<file path="src/hw/rtl/onp_pkg.sv">
// ----------------------------------------------------------------------------
// onp_pkg: shared types and constants of the octal netstring parser
// beat layouts, phase codes, result kinds and status codes
// ----------------------------------------------------------------------------
package onp_pkg;

  localparam int ONP_POS_BITS = 16;
  localparam int ONP_OFF_W    = 16;
  localparam int ONP_LEN_W    = 16;

  // character constants
  localparam logic [7:0] CH_ZERO  = 8'h30;
  localparam logic [7:0] CH_SEVEN = 8'h37;
  localparam logic [7:0] CH_COLON = 8'h3A;
  localparam logic [7:0] CH_COMMA = 8'h2C;
  localparam logic [7:0] CH_CR    = 8'h0D;
  localparam logic [7:0] CH_LF    = 8'h0A;
  localparam logic [7:0] CH_TAB   = 8'h09;
  localparam logic [7:0] CH_SPACE = 8'h20;

  // result kinds
  localparam logic [1:0] KIND_NONE = 2'd0;
  localparam logic [1:0] KIND_BYTE = 2'd1;
  localparam logic [1:0] KIND_DONE = 2'd2;
  localparam logic [1:0] KIND_ERR  = 2'd3;

  // error status codes
  localparam logic [1:0] ST_OK  = 2'd0;
  localparam logic [1:0] ST_FMT = 2'd1;
  localparam logic [1:0] ST_BIG = 2'd2;
  localparam logic [1:0] ST_INC = 2'd3;

  typedef enum logic [4:0] {
    PH_WS    = 5'b00001,
    PH_LEN   = 5'b00010,
    PH_DATA  = 5'b00100,
    PH_COMMA = 5'b01000,
    PH_DROP  = 5'b10000
  } phase_t;

  typedef struct packed {
    logic [7:0] in_byte;
    logic       end_of_buffer;
  } in_beat_t;

  typedef struct packed {
    logic [1:0]           kind;
    logic [7:0]           payload_byte;
    logic [1:0]           status;
    logic [ONP_OFF_W-1:0] frame_offset;
    logic [ONP_LEN_W-1:0] frame_length;
    logic [ONP_OFF_W-1:0] next_offset;
  } out_beat_t;

  // frame state of fixed width
  typedef struct packed {
    phase_t               phase;
    logic [ONP_LEN_W-1:0] length_acc;
    logic [ONP_LEN_W-1:0] remaining;
    logic                 digit_seen;
  } frame_st_t;

endpackage

</file>
<file path="src/hw/rtl/octal_netstring_parser.sv">
// ----------------------------------------------------------------------------
// octal_netstring_parser: deframer for netstrings with an octal length prefix
// one byte in, one result beat out, state held between bytes
// ----------------------------------------------------------------------------
// Takes one buffer byte per input beat and returns exactly one result beat
// per byte: nothing (whitespace, prefix digits, colon), a payload byte, a
// frame-complete report with offset, length and next offset, or an error
// (format, too large, incomplete). The block runs at one byte per clock:
// each byte passes through a single step of compare and shift logic from
// the frame registers into the result register, so a new byte is taken
// every cycle while the result register is free or being emptied. The
// result beat is registered in the cycle after its byte is taken. After
// an error bytes are dropped until a byte with end_of_buffer set, which
// returns the parser to its start and resets the buffer position.
// max_length may only be written while no beat is in flight.
module octal_netstring_parser
  import onp_pkg::*;
#(
  parameter int POS_BITS = ONP_POS_BITS
) (
  input  logic                 clk,
  input  logic                 rst_n,
  // input byte channel
  input  logic                 in_valid,
  output logic                 in_stall,
  input  in_beat_t             in_data,
  // result channel
  output logic                 out_valid,
  input  logic                 out_stall,
  output out_beat_t            out_data,
  // length limit register
  input  logic                 cfg_wr_en,
  input  logic [ONP_LEN_W-1:0] cfg_wr_data
);

  // frame state
  frame_st_t            st_r;
  frame_st_t            st_nxt;
  logic [POS_BITS-1:0]  pos_r;
  logic [POS_BITS-1:0]  pos_nxt;
  logic [POS_BITS-1:0]  start_r;
  logic [POS_BITS-1:0]  start_nxt;
  logic [ONP_LEN_W-1:0] max_length_r;

  // result register
  out_beat_t            res_nxt;
  out_beat_t            out_data_r;
  logic                 out_valid_r;

  logic                 in_accept;

  // stall only while a finished result is held and the sink is stalling
  assign in_stall  = out_valid_r && out_stall;
  assign in_accept = in_valid && !in_stall;

  onp_step #(
    .POS_BITS(POS_BITS)
  ) u_step (
    .beat_i       (in_data),
    .max_length_i (max_length_r),
    .st_i         (st_r),
    .pos_i        (pos_r),
    .start_i      (start_r),
    .st_o         (st_nxt),
    .pos_o        (pos_nxt),
    .start_o      (start_nxt),
    .res_o        (res_nxt)
  );

  // limit register, reset to the largest length
  always_ff @(posedge clk) begin
    if (!rst_n) begin
      max_length_r <= '1;
    end else if (cfg_wr_en) begin
      max_length_r <= cfg_wr_data;
    end
  end

  // frame state advances on every accepted byte
  always_ff @(posedge clk) begin
    if (!rst_n) begin
      st_r    <= '{phase: PH_WS, length_acc: '0, remaining: '0, digit_seen: 1'b0};
      pos_r   <= '0;
      start_r <= '0;
    end else if (in_accept) begin
      st_r    <= st_nxt;
      pos_r   <= pos_nxt;
      start_r <= start_nxt;
    end
  end

  // result valid flag
  always_ff @(posedge clk) begin
    if (!rst_n) begin
      out_valid_r <= 1'b0;
    end else if (in_accept) begin
      out_valid_r <= 1'b1;
    end else if (!out_stall) begin
      out_valid_r <= 1'b0;
    end
  end

  // result payload, no reset needed
  always_ff @(posedge clk) begin
    if (in_accept) begin
      out_data_r <= res_nxt;
    end
  end

  assign out_valid = out_valid_r;
  assign out_data  = out_data_r;

endmodule

</file>
<file path="src/hw/rtl/onp_step.sv">
// ----------------------------------------------------------------------------
// onp_step: per-byte parse step
// next frame state, next position and the result beat for one input byte
// ----------------------------------------------------------------------------
module onp_step
  import onp_pkg::*;
#(
  parameter int POS_BITS = ONP_POS_BITS
) (
  input  in_beat_t             beat_i,
  input  logic [ONP_LEN_W-1:0] max_length_i,
  input  frame_st_t            st_i,
  input  logic [POS_BITS-1:0]  pos_i,
  input  logic [POS_BITS-1:0]  start_i,
  output frame_st_t            st_o,
  output logic [POS_BITS-1:0]  pos_o,
  output logic [POS_BITS-1:0]  start_o,
  output out_beat_t            res_o
);

  logic [7:0]             c;
  logic                   is_digit;
  logic                   is_ws;
  logic                   do_len;
  logic                   frame_open;
  logic [ONP_LEN_W+2:0]   acc_v;
  logic [ONP_LEN_W-1:0]   rem_dec;
  logic [POS_BITS-1:0]    next_pos;
  logic [POS_BITS+ONP_OFF_W-1:0] start_ext;
  logic [POS_BITS+ONP_OFF_W-1:0] next_ext;

  assign c         = beat_i.in_byte;
  assign is_digit  = (c >= CH_ZERO) && (c <= CH_SEVEN);
  assign is_ws     = (c == CH_CR) || (c == CH_LF) || (c == CH_TAB) || (c == CH_SPACE);
  // times eight plus the digit value is a plain concatenation
  assign acc_v     = {st_i.length_acc, c[2:0]};
  assign rem_dec   = st_i.remaining - 1'b1;
  assign next_pos  = pos_i + 1'b1;
  assign start_ext = {{ONP_OFF_W{1'b0}}, start_i};
  assign next_ext  = {{ONP_OFF_W{1'b0}}, next_pos};

  always_comb begin
    st_o    = st_i;
    start_o = start_i;
    res_o   = '0;
    do_len  = 1'b0;

    unique case (st_i.phase)
      PH_LEN: begin
        do_len = 1'b1;
      end
      PH_DATA: begin
        res_o.kind         = KIND_BYTE;
        res_o.payload_byte = c;
        st_o.remaining     = rem_dec;
        if (rem_dec == '0) begin
          st_o.phase = PH_COMMA;
        end
      end
      PH_COMMA: begin
        if (c == CH_COMMA) begin
          res_o.kind         = KIND_DONE;
          res_o.frame_offset = start_ext[ONP_OFF_W-1:0];
          res_o.frame_length = st_i.length_acc;
          res_o.next_offset  = next_ext[ONP_OFF_W-1:0];
          st_o    = '{phase: PH_WS, length_acc: '0, remaining: '0, digit_seen: 1'b0};
          start_o = '0;
        end else begin
          res_o.kind   = KIND_ERR;
          res_o.status = ST_FMT;
          st_o.phase   = PH_DROP;
        end
      end
      PH_DROP: begin
      end
      default: begin
        // whitespace skip; first other byte falls into length parsing
        do_len = !is_ws;
      end
    endcase

    if (do_len) begin
      if (is_digit) begin
        if (acc_v > {3'b000, max_length_i}) begin
          res_o.kind   = KIND_ERR;
          res_o.status = ST_BIG;
          st_o.phase   = PH_DROP;
        end else begin
          st_o.length_acc = acc_v[ONP_LEN_W-1:0];
          st_o.digit_seen = 1'b1;
          st_o.phase      = PH_LEN;
        end
      end else if ((c == CH_COLON) && st_i.digit_seen) begin
        start_o        = next_pos;
        st_o.remaining = st_i.length_acc;
        st_o.phase     = (st_i.length_acc == '0) ? PH_COMMA : PH_DATA;
      end else begin
        res_o.kind   = KIND_ERR;
        res_o.status = ST_FMT;
        st_o.phase   = PH_DROP;
      end
    end

    frame_open = (st_o.phase == PH_LEN) || (st_o.phase == PH_DATA) ||
                 (st_o.phase == PH_COMMA);

    if (beat_i.end_of_buffer) begin
      if ((res_o.kind != KIND_ERR) && frame_open) begin
        res_o        = '0;
        res_o.kind   = KIND_ERR;
        res_o.status = ST_INC;
      end
      st_o    = '{phase: PH_WS, length_acc: '0, remaining: '0, digit_seen: 1'b0};
      start_o = '0;
      pos_o   = '0;
    end else begin
      pos_o = next_pos;
    end
  end

endmodule

</file>
<file path="config.mk">
export PLATFORM = sky130hd
export DESIGN_NAME = octal_netstring_parser
export DESIGN_NICKNAME = d
export VERILOG_FILES = /design/src/hw/rtl/onp_pkg.sv /design/src/hw/rtl/octal_netstring_parser.sv /design/src/hw/rtl/onp_step.sv
export SDC_FILE = /design/constraint.sdc
export NUM_CORES = 1
export LEC_CHECK = 0
export BUFFER_PORTS_ARGS = -buffer_cell sky130_fd_sc_hd__buf_2
export CAP_MARGIN = 20
export CORE_MARGIN = 2
export CORE_UTILIZATION = 45
export CTS_BUF_LIST = sky130_fd_sc_hd__clkbuf_16
export DETAILED_ROUTE_END_ITERATION = 10
export GPL_TIMING_DRIVEN = 0
export HOLD_SLACK_MARGIN = 0.15
export PLACE_DENSITY = 0.67
export SYNTH_ARGS = -nofsm -noshare
export SYNTH_HDL_FRONTEND = slang
export SYNTH_SLANG_ARGS = --single-unit
</file>
<file path="constraint.sdc">
create_clock -name clk -period 7.12 [get_ports clk]
set_clock_uncertainty 0.2 [all_clocks]
set_input_delay 1.424 -clock clk [delete_from_list [all_inputs] [get_ports clk]]
set_output_delay 1.424 -clock clk [all_outputs]
set_load 0.01 [all_outputs]
</file>
==> results of run 1 <==
-- metal layers --
metal / GRT usage, % / up-vias / part of all wire, %
met5: 0 / - / 0
met4: 7.246 / 0 / 2.1
met3: 4.421 / 27 / 5.2
met2: 33.77 / 166 / 46
met1: 28.46 / 2789 / 47
li1: - / 2948 / -
-- Yosys cell counts, drive strengths merged, types with 2 or more instances --
master,instances
o21ai,35
buf,21
o311ai,2
nand2b,12
xor2,6
a21boi,19
o22ai,5
a311oi,4
o211ai,41
a211oi,4
or3,4
edfxtp,60
nand3,16
a22oi,39
inv,24
ha,19
a21oi,11
and2,61
or4,7
o31ai,4
nor4,12
nand4,6
xnor2,14
clkbuf,31
o21a,6
a31oi,5
nor3,15
a21o,3
and3,11
nand2,62
nor3b,3
nor2,41
dfxtp,87
nand3b,3
or2,2
nor2b,43
-- report_power, final --
part | switching [mW] | internal, mW
registers | 0.00669 | 0.899
clock network | 0.343 | 0.511
logic | 0.0736 | 0.0399
total | 0.423 | 1.45
-- worst max-delay path, cell delays in order --
cell and delay, ps:
buf_2 150, ha_1 340, a21oi_1 160, a211oi_1 90, a2111oi_1 490, o221ai_2 290
o211ai_1 380, o211a_2 300, nor2_1 110, and2_1 220
-- registers in the layout, summed over array words and instances, names as in the netlist --
| register | cells |
|---|---|
| st_r | 38 |
| out_valid | 1 |
| start_r | 16 |
| max_length_r | 16 |
| pos_r | 16 |
| out_data | 60 |
-- cell families (layout without fill, tap and decap cells) --
family | after synthesis | after routing | synth area share (%)
AO/OA/AOI/OAI | 186 | 186 | 18.02
XOR/XNOR | 20 | 20 | 2.374
adder cells (fa/ha/maj) | 19 | 19 | 3.221
buffers and inverters | 76 | 197 | 4.798
flip-flops | 147 | 147 | 48.02
multiplexers | 1 | 1 | 0.1356
AND/OR/NAND/NOR | 304 | 304 | 23.43
-- worst paths after layout --
path	start	to	depth (start not counted)
setup / recovery	in_data[3]	out_data[56]$_DFFE_PP_	10
hold / removal	pos_r[1]$_SDFFE_PN0P_	pos_r[1]$_SDFFE_PN0P_	2
setup reg to reg	st_r[18]$_SDFFE_PN0P_	out_data[56]$_DFFE_PP_	9
hold reg to reg	pos_r[1]$_SDFFE_PN0P_	pos_r[1]$_SDFFE_PN0P_	2
-- stage by stage --
step | setup slack [ps] | utilization (%) | hold WS (ps) | area (um^2)
after floorplan | 2433 | - | 245.8 | 7380
final | 3124 | 54.39 | 281.4 | 8671
after detailed placement | 2759 | 50.80 | 273.6 | 8099
after global routing | 3031 | 54.39 | 314.1 | 8671
after CTS | 3183 | 54.39 | 282.1 | 8671
after global placement | 1041 | 50.78 | 267.7 | 8095
-- area by class of cell --
class / count / share of cell area, %
Buffer: 52 / 3.088
Inverter: 24 / 1.039
Clock inverter: 15 / 1.688
Clock buffer: 17 / 4.906
Multi-Input combinational cell: 530 / 40.16
Tap cell: 216 / 3.117
Timing Repair Buffer: 89 / 5.137
Sequential cell: 147 / 40.87
==> flow_metrics.py, run 1 <==
metrics = {
    "synth": {
        "synth_cell_types": 68,
        "syn_nets": 802,
        "avgSynthCellArea_um2": 9.800,
        "synth_cells": 753,
        "yosysTopAreaCellShare_pct": 24.42,
        "synthesis.area_um2": 7380,
        "yosysTopAreaCell": "edfxtp_1",
        "synth.yosys.seq_area_share_pct": 48.02,
        "ys_top_cells_by_area": "edfxtp_1 24%, dfxtp_1 24%, and2_1 5.1%",
        "synth_warnings": 0,
        "ys_async_sr_fraction_pct": 0,
        "synth-edff-count": 60,
        "flip_flop_and_latch_count_after_synthesis": 147,
        "ys.flop_type": "dfxtp_1",
    },
    "power_and_ir_drop": {
        "power_mw": 1.874,
        "p_leak_nw": 3.351,
        "power_density_nw_per_um2": 216.1,
        "vdd_ir_drop_max_mv": 0.1642,
    },
    "detailed_routing": {
        "drt-wirelength-per-cell_um": 16.53,
        "drtPass1Iterations": 5,
        "routed_wl_um": 18020,
        "drc_errors": 0,
        "vias_cell": 5.440,
        "num_vias": 5930,
        "initialDrtViolationCount": 474,
        "antenna_violating_nets_post_route": 0,
    },
    "timing": {
        "fin_crit_sh_pct": 56.12,
        "number_of_failing_hold_endpoints_at_the_final_stage": 0,
        "setup_total_negative_slack_ps": 0,
        "final_setup_vio_count": 0,
        "tightest_pin_transition_ps": 873.7,
        "relSlewSlack_pct": 41.76,
        "fin_crit_ps": 3996,
        "grt_setup_unrepaired": "no",
        "fmax_mhz": 250.3,
        "timing_max_transition_violations_final": 0,
    },
    "clock_tree": {
        "clock_latency_ps": 410,
        "num_cts_buffers": 17,
        "cts-hold-fix-buffers": 0,
        "ctsResizeCount": 0,
        "tritoncts_clock_tree": "built",
        "cts.reportedPaths.clkPinSlew_ps": 60,
        "htree_levels": 4,
        "cts-root-buf": "clkbuf_16",
        "post_cts.repair.setup_buffers": 0,
        "clock_sink_count": 147,
        "cts_buffer_depth": 2,
    },
    "run_status": {
        "outcome": "finished, final reports clean",
    },
    "global_routing": {
        "grt_use_total_pct": 21.10,
        "gr-total-overflow": 0,
        "grt_pass1_wl_um": 29460,
        "grt_pass1_vias": 5714,
        "grt_start_max_net_pins": 70,
        "antenna_violations_before_repair": 0,
    },
    "placement": {
        "hpwlAfterDp_um": 12710,
        "gp_congestion": 0.8645,
        "numPlacedInstances": 1058,
        "port_buffers": 89,
    },
    "cells_and_area": {
        "multi_input_area_um2": 3482,
        "filler_cell_count": 1458,
        "leading_cell_type_in_the_layout_fill_and_taps_excluded": "buf_2",
        "ff_latch_area_um2": 3543,
        "final_nets": 910,
        "area_growth_syn_to_layout_pct": 17.50,
        "post_route_cells_drive_above_1_share_pct": 18.31,
        "most-common-layout-cells": "102 x buf_2, 87 x dfxtp_1, 61 x nand2_1",
        "final_cell_count_no_fill": 1090,
        "n_antenna_cell": 0,
    },
    "floorplan": {
        "initial_utilization_pct": 46.29,
        "total_core_area_um2": 15940,
        "pin_count": 92,
        "fp.dieW_um": 132.1,
        "die_height_um": 132.1,
        "floorplan.die_area_um2": 17440,
        "num_rows": 46,
    },
    "job": {
        "cap_violations": 0,
    },
    "setup_path": {
        "regToRegSetupSlack_ps": 3810,
        "criticalPathCategory": "primary input to register",
        "cp.required_ps": 7090,
        "crit_path_max_fanout": 7,
        "critical_path.startpoint_type": "primary input",
        "critPathArrivalTime_ps": 3960,
        "endpoint_kind": "register",
    },
    "worst_hold_path": {
        "min_path_type": "register to register",
    },
}
Power figures use the tool's default switching activity.
==> run 2, diff against run 1 <==
--- a/config.mk
+++ b/config.mk
@@ -13,7 +13,7 @@
 export DETAILED_ROUTE_END_ITERATION = 10
 export GPL_TIMING_DRIVEN = 0
 export HOLD_SLACK_MARGIN = 0.15
-export PLACE_DENSITY = 0.67
+export PLACE_DENSITY = 0.7
 export SYNTH_ARGS = -nofsm -noshare
 export SYNTH_HDL_FRONTEND = slang
 export SYNTH_SLANG_ARGS = --single-unit
==> constraint.sdc (replaced) <==
create_clock -name clk -period 3.24 [get_ports clk]
set_clock_uncertainty 0.2 [all_clocks]
set_input_delay 0.648 -clock clk [delete_from_list [all_inputs] [get_ports clk]]
set_output_delay 0.648 -clock clk [all_outputs]
set_load 0.01 [all_outputs]
==> run 2 against run 1 <==
  * Final cell count is 0.18% higher
  * Critical endpoint is now out_data[51]$_DFFE_PP_
  * Non-clock buffer count is 2 higher
  * Worst setup slack worse by 2900 ps
  * Largest power group unchanged
  * First-iteration DRC count is 28% lower
  * Highest routed layer unchanged
  * Global-route usage is 0.12 points lower
  * Via count is 1.2% higher
==> flow_metrics.py, run 2 (synthesis gave the netlist of run 1 again) <==
metrics = {
    "run_status": {
        "outcome": "finished, final reports clean",
    },
    "cells_and_area": {
        "largest_reg_flops": 60,
        "most-common-layout-cells": "102 x buf_2, 83 x dfxtp_1, 61 x nand2_1",
        "final_cell_area_um2": 8697,
        "final_nets": 912,
        "leading_cell_type_in_the_layout_fill_and_taps_excluded": "buf_2",
        "n_antenna_cell": 0,
        "post-route-util_pct": 54.55,
        "final_cell_count_no_fill": 1092,
        "area_growth_syn_to_layout_pct": 17.85,
        "post_route_cells_drive_above_1_share_pct": 19.18,
    },
    "detailed_routing": {
        "num_vias": 6000,
        "route.layer.met1.wl_um": 8508,
        "maxUsedRoutingLayer": "met4",
        "vias_cell": 5.495,
        "routed_wl_um": 17970,
        "drc_errors": 0,
        "wl_met3_um": 1041,
        "antenna_violating_nets_post_route": 0,
        "routed-wl-met2_um": 8127,
        "initialDrtViolationCount": 340,
        "drtPass1Iterations": 5,
        "drt-wirelength-per-cell_um": 16.45,
    },
    "global_routing": {
        "gr-total-overflow": 0,
        "grt_pass1_vias": 5620,
        "grt_start_max_net_pins": 70,
        "antenna_violations_before_repair": 0,
        "grt_pass1_wl_um": 29100,
        "grt_use_total_pct": 20.98,
    },
    "clock_tree": {
        "clock_latency_ps": 430,
        "cts-root-buf": "clkbuf_16",
        "cts_buffer_depth": 2,
        "cts-hold-fix-buffers": 0,
        "tritoncts_clock_tree": "built",
        "num_cts_buffers": 17,
        "htree_levels": 4,
        "cts.reportedPaths.clkPinSlew_ps": 60,
        "clock_sink_count": 147,
    },
    "placement": {
        "gp_congestion": 0.8911,
        "port_buffers": 89,
        "numPlacedInstances": 1058,
        "hpwlAfterDp_um": 12620,
        "postPlaceCellArea_um2": 8099,
    },
    "floorplan": {
        "initial_utilization_pct": 46.29,
        "floorplan.die_area_um2": 17440,
        "fp.dieW_um": 132.1,
        "pin_count": 92,
        "total_core_area_um2": 15940,
        "num_rows": 46,
        "die_height_um": 132.1,
    },
    "job": {
        "cap_violations": 0,
    },
    "timing": {
        "hold_ws_ps": 228.5,
        "number_of_failing_hold_endpoints_at_the_final_stage": 0,
        "final_setup_vio_count": 0,
        "fin_crit_ps": 3034,
        "timing_max_transition_violations_final": 0,
        "grt_setup_unrepaired": "no",
        "fin_crit_sh_pct": 93.65,
        "fmax_mhz": 329.6,
        "relSlewSlack_pct": 38.00,
        "tightest_pin_transition_ps": 930.0,
    },
    "power_and_ir_drop": {
        "p_leak_nw": 3.373,
        "power_mw": 4.138,
        "vdd_ir_drop_max_mv": 0.3460,
        "power_density_nw_per_um2": 475.8,
    },
    "setup_path": {
        "cp.required_ps": 3230,
        "endpoint_kind": "register",
        "criticalPathCategory": "register to register",
        "path_cells": "ha_1 -> nand2_1 -> o21ai_1 -> a2111oi_2 -> o221ai_2 -> o211ai_1 -> o211a_2 -> nor2_1 -> and2_1",
        "critPathArrivalTime_ps": 3020,
        "critical_path.max_stage_delay_ps": 500,
        "critical_path.startpoint_type": "register",
        "crit_path_max_fanout": 7,
        "cp_slowest_cell": "dfxtp_1",
        "regToRegSetupSlack_ps": 210,
    },
    "worst_hold_path": {
        "min_path_type": "primary input to register",
    },
}
## run 2: through the flow
step	setup slack (ps)	setup TNS, ps
final	205.7	0
after global routing	8.590	0
after CTS	79.85	0
after detailed placement	-413.4	-6723
after global placement	-413.1	-5378
after floorplan	239.2	0
## run 2: area by class of cell
class,count,area (um^2)
sequential,147,3548
fill,1456,7246
timing repair buffer,91,460.4
buffer,52,267.8
multi-input combinational,530,3493
clock buffer,17,425.4
tap,216,270.3
clock inverter,15,141.4
inverter,24,90.09
## run 2: where the power goes
group	switching, mW	internal, mW
clock	0.774	1.12
combinational	0.161	0.0890
sequential	0.0153	1.98
total	0.951	3.19
## run 2: critical path, delay by kind of cell, from the launching register on
family                     cells  cell delay, ps
AOI/OAI and AO/OA              5            1390
adders and majority gates      1             300
and+or+nand+nor                3             390
DFF                            1             500
## run 2: worst paths after layout
check | from | end | depth (start not counted)
setup reg to reg | st_r[19]$_SDFFE_PN0P_ | out_data[51]$_DFFE_PP_ | 9
setup / recovery | st_r[19]$_SDFFE_PN0P_ | out_data[51]$_DFFE_PP_ | 9
hold reg to reg | max_length_r[1]$_SDFFE_PN1P_ | max_length_r[1]$_SDFFE_PN1P_ | 2
hold / removal | cfg_wr_data[9] | max_length_r[9]$_SDFFE_PN1P_ | 3
## run 2: routing by layer
layer / vias to the layer above / GRT usage (%)
li1: 2952 / -
met1: 2834 / 28.59
met2: 186 / 32.41
met3: 28 / 4.729
met4: 0 / 8.454
met5: - / 0
## run 2: what timing repair did
| item | CTS | global route |
|---|---|---|
| pin swaps | 0 | 1 |
| gates resized for setup | 1 | 6 |
| setup buffers | 0 | 2 |
| gates cloned | 0 | 0 |
| setup endpoints to repair | 7 | 9 |
==> run 3, diff against run 2 <==
--- a/config.mk
+++ b/config.mk
@@ -13,7 +13,8 @@
 export DETAILED_ROUTE_END_ITERATION = 10
 export GPL_TIMING_DRIVEN = 0
 export HOLD_SLACK_MARGIN = 0.15
-export PLACE_DENSITY = 0.7
+export PLACE_DENSITY_LB_ADDON = 0.3
+export SKIP_LAST_GASP = 1
 export SYNTH_ARGS = -nofsm -noshare
 export SYNTH_HDL_FRONTEND = slang
 export SYNTH_SLANG_ARGS = --single-unit
==> run 3 against run 2 <==
  * Routed wire length up 0.25%
  * First-iteration DRC count increased by 37%
  * Non-clock buffer count down 1
  * Hold slack improved by 8.5 ps
  * Clock power increased by 7%
  * Via count is 0.72% lower
  * Combinational power about the same
  * Critical path depth did not move
  * Utilization up 0.20 points
  * Flip-flop and latch count did not move
  * Global-route usage increased by 0.18 points
  * Critical path type unchanged
  * Largest cell class unchanged
  * Largest power group is now the clock network
  * Highest routed layer unchanged
==> flow_metrics.py, run 3 (synthesis gave the netlist of run 1 again) <==
metrics = {
    "detailed_routing": {
        "drt-wirelength-per-cell_um": 16.51,
        "routed_wl_um": 18010,
        "num_vias": 5957,
        "drtPass1Iterations": 6,
        "drc_errors": 0,
        "initialDrtViolationCount": 467,
        "vias_cell": 5.460,
        "antenna_violating_nets_post_route": 0,
    },
    "cells_and_area": {
        "most-common-layout-cells": "102 x buf_2, 86 x dfxtp_1, 61 x nand2_1",
        "post-route-util_pct": 54.76,
        "area_growth_syn_to_layout_pct": 18.29,
        "post_route_cells_drive_above_1_share_pct": 18.63,
        "leading_cell_type_in_the_layout_fill_and_taps_excluded": "buf_2",
        "filler_cell_count": 1423,
        "final_nets": 911,
        "largest_reg_flops": 60,
        "ff_latch_area_um2": 3545,
        "multi_input_area_um2": 3487,
        "n_antenna_cell": 0,
    },
    "global_routing": {
        "grt_pass1_vias": 5588,
        "grt_start_max_net_pins": 70,
        "gr-total-overflow": 0,
        "grt_pass1_wl_um": 29280,
        "grt_use_total_pct": 21.17,
        "antenna_violations_before_repair": 0,
    },
    "power_and_ir_drop": {
        "vdd_ir_drop_max_mv": 0.3557,
        "power_mw": 4.279,
        "power_density_nw_per_um2": 490.1,
        "p_leak_nw": 3.383,
    },
    "timing": {
        "final_setup_vio_count": 0,
        "tightest_pin_transition_ps": 897.1,
        "setup_slack_ps": 189.4,
        "timing_max_transition_violations_final": 0,
        "fin_crit_sh_pct": 94.16,
        "grt_setup_unrepaired": "no",
        "hold_ws_ps": 237.0,
        "fmax_mhz": 327.8,
        "fin_crit_ps": 3051,
        "number_of_failing_hold_endpoints_at_the_final_stage": 0,
        "relSlewSlack_pct": 40.19,
    },
    "floorplan": {
        "pin_count": 92,
        "num_rows": 46,
        "die_height_um": 132.1,
        "initial_utilization_pct": 46.29,
        "floorplan.die_area_um2": 17440,
        "fp.dieW_um": 132.1,
        "total_core_area_um2": 15940,
    },
    "setup_path": {
        "crit-reg2reg-capture": "out_data[52]$_DFFE_PP_",
        "cp_slowest_cell": "dfxtp_1",
        "regToRegSetupSlack_ps": 190,
        "path_cells": "ha_1 -> a21oi_1 -> o21ai_1 -> a2111oi_2 -> o221ai_2 -> o211ai_1 -> o211a_2 -> nor2_1 -> and2_1",
        "cp.required_ps": 3220,
        "reg2reg_depth": 9,
        "timing.critical_path.max_delay_family": "compound AO/OA/AOI/OAI gates",
        "worst-path-buf-inv": 0,
        "critical_path.startpoint_type": "register",
        "critPathArrivalTime_ps": 3030,
        "critical_path.reg2reg.startpoint": "st_r[18]$_SDFFE_PN0P_",
        "crit_path_max_fanout": 7,
        "criticalPathCategory": "register to register",
        "endpoint_kind": "register",
        "critical_path.max_stage_delay_ps": 480,
    },
    "run_status": {
        "outcome": "finished, final reports clean",
    },
    "clock_tree": {
        "num_cts_buffers": 17,
        "clock_latency_ps": 430,
        "htree_levels": 4,
        "tritoncts_clock_tree": "built",
        "cts-root-buf": "clkbuf_16",
        "cts.reportedPaths.clkPinSlew_ps": 60,
        "clock_sink_count": 147,
        "cts_buffer_depth": 2,
    },
    "worst_hold_path": {
        "hp-start": "cfg_wr_data[0]",
        "hold_path_depth": 3,
        "min_path_type": "primary input to register",
        "timing.hold.worst_endpoint": "max_length_r[0]$_SDFFE_PN1P_",
    },
    "placement": {
        "gp_congestion": 0.9055,
        "dpl_worst_slack_ps": -311.4,
        "hpwlAfterDp_um": 12670,
        "port_buffers": 89,
    },
    "job": {
        "cap_violations": 0,
    },
}
## run 3: changes by cell type in the layout (fill, tap and decap cells not counted)
cell | before | now
buf_4 | 4 | 3
nor4bb_1 | 0 | 1
nor4bb_2 | 1 | 0
inv_6 | 2 | 1
dfxtp_2 | 4 | 1
o21ai_1 | 9 | 8
clkinv_4 | 1 | 2
inv_1 | 26 | 25
bufinv_16 | 2 | 4
clkinv_2 | 5 | 3
o21ai_0 | 26 | 27
dfxtp_1 | 83 | 86
clkinv_1 | 0 | 1
## run 3: worst max path at each step
stage                                startpoint                     end  slack, ps  cells past startpoint
after detailed placement             in_data[3]  out_data[53]$_DFFE_PP_       -310                     10
final                     st_r[18]$_SDFFE_PN0P_  out_data[52]$_DFFE_PP_        190                      9
after CTS                 st_r[22]$_SDFFE_PN0P_  out_data[53]$_DFFE_PP_         90                      9
after global placement                out_stall   st_r[30]$_SDFFE_PN0P_       -360                      8
after global routing      st_r[24]$_SDFFE_PN0P_  out_data[52]$_DFFE_PP_         30                      9
after floorplan                      in_data[3]  out_data[51]$_DFFE_PP_        240                      9
## run 3: layer usage
layer,vias to the layer above,part of all wire [%],GRT usage [%]
met5,-,0,0
met4,0,1.2,7.005
met3,17,5.8,5.037
met2,177,47,34.00
met1,2824,46,28.18
li1,2939,-,-
## run 3: worst reg2reg max path, cell delays in order, from the launching register on
cell	delay [ps]
dfxtp_1	480
ha_1	300
a21oi_1	160
o21ai_1	110
a2111oi_2	400
o221ai_2	260
o211ai_1	300
o211a_2	280
nor2_1	110
and2_1	210
## run 3: what timing repair did
action,CTS,global route
endpoints found under the setup margin,7,15
pin swaps,1,0
hold endpoints to repair,0,0
buffers inserted,1,0
gates resized for setup,0,2
hold buffers,0,0
## run 3: cell type report
type / count / area share (%)
Sequential cell: 147 / 40.60
Multi-Input combinational cell: 530 / 39.95
Clock inverter: 15 / 2.193
Timing Repair Buffer: 90 / 5.188
Tap cell: 216 / 3.096
Clock buffer: 17 / 4.873
Inverter: 24 / 1.032
Buffer: 52 / 3.067
## run 3: power breakdown
group | leakage [nW] | switching [mW] | internal [mW]
logic | 1.78 | 0.162 | 0.0885
registers | 1.30 | 0.0148 | 1.98
clock network | 0.298 | 0.757 | 1.28
## run 3: through the flow
stage	instances	cell area (um^2)	TNS [ps]
after floorplan	753	7381	0
after global routing	1091	8730	0
after detailed placement	1058	8099	-3926
final	1091	8730	0
after CTS	1091	8723	0
after global placement	1058	8097	-5880
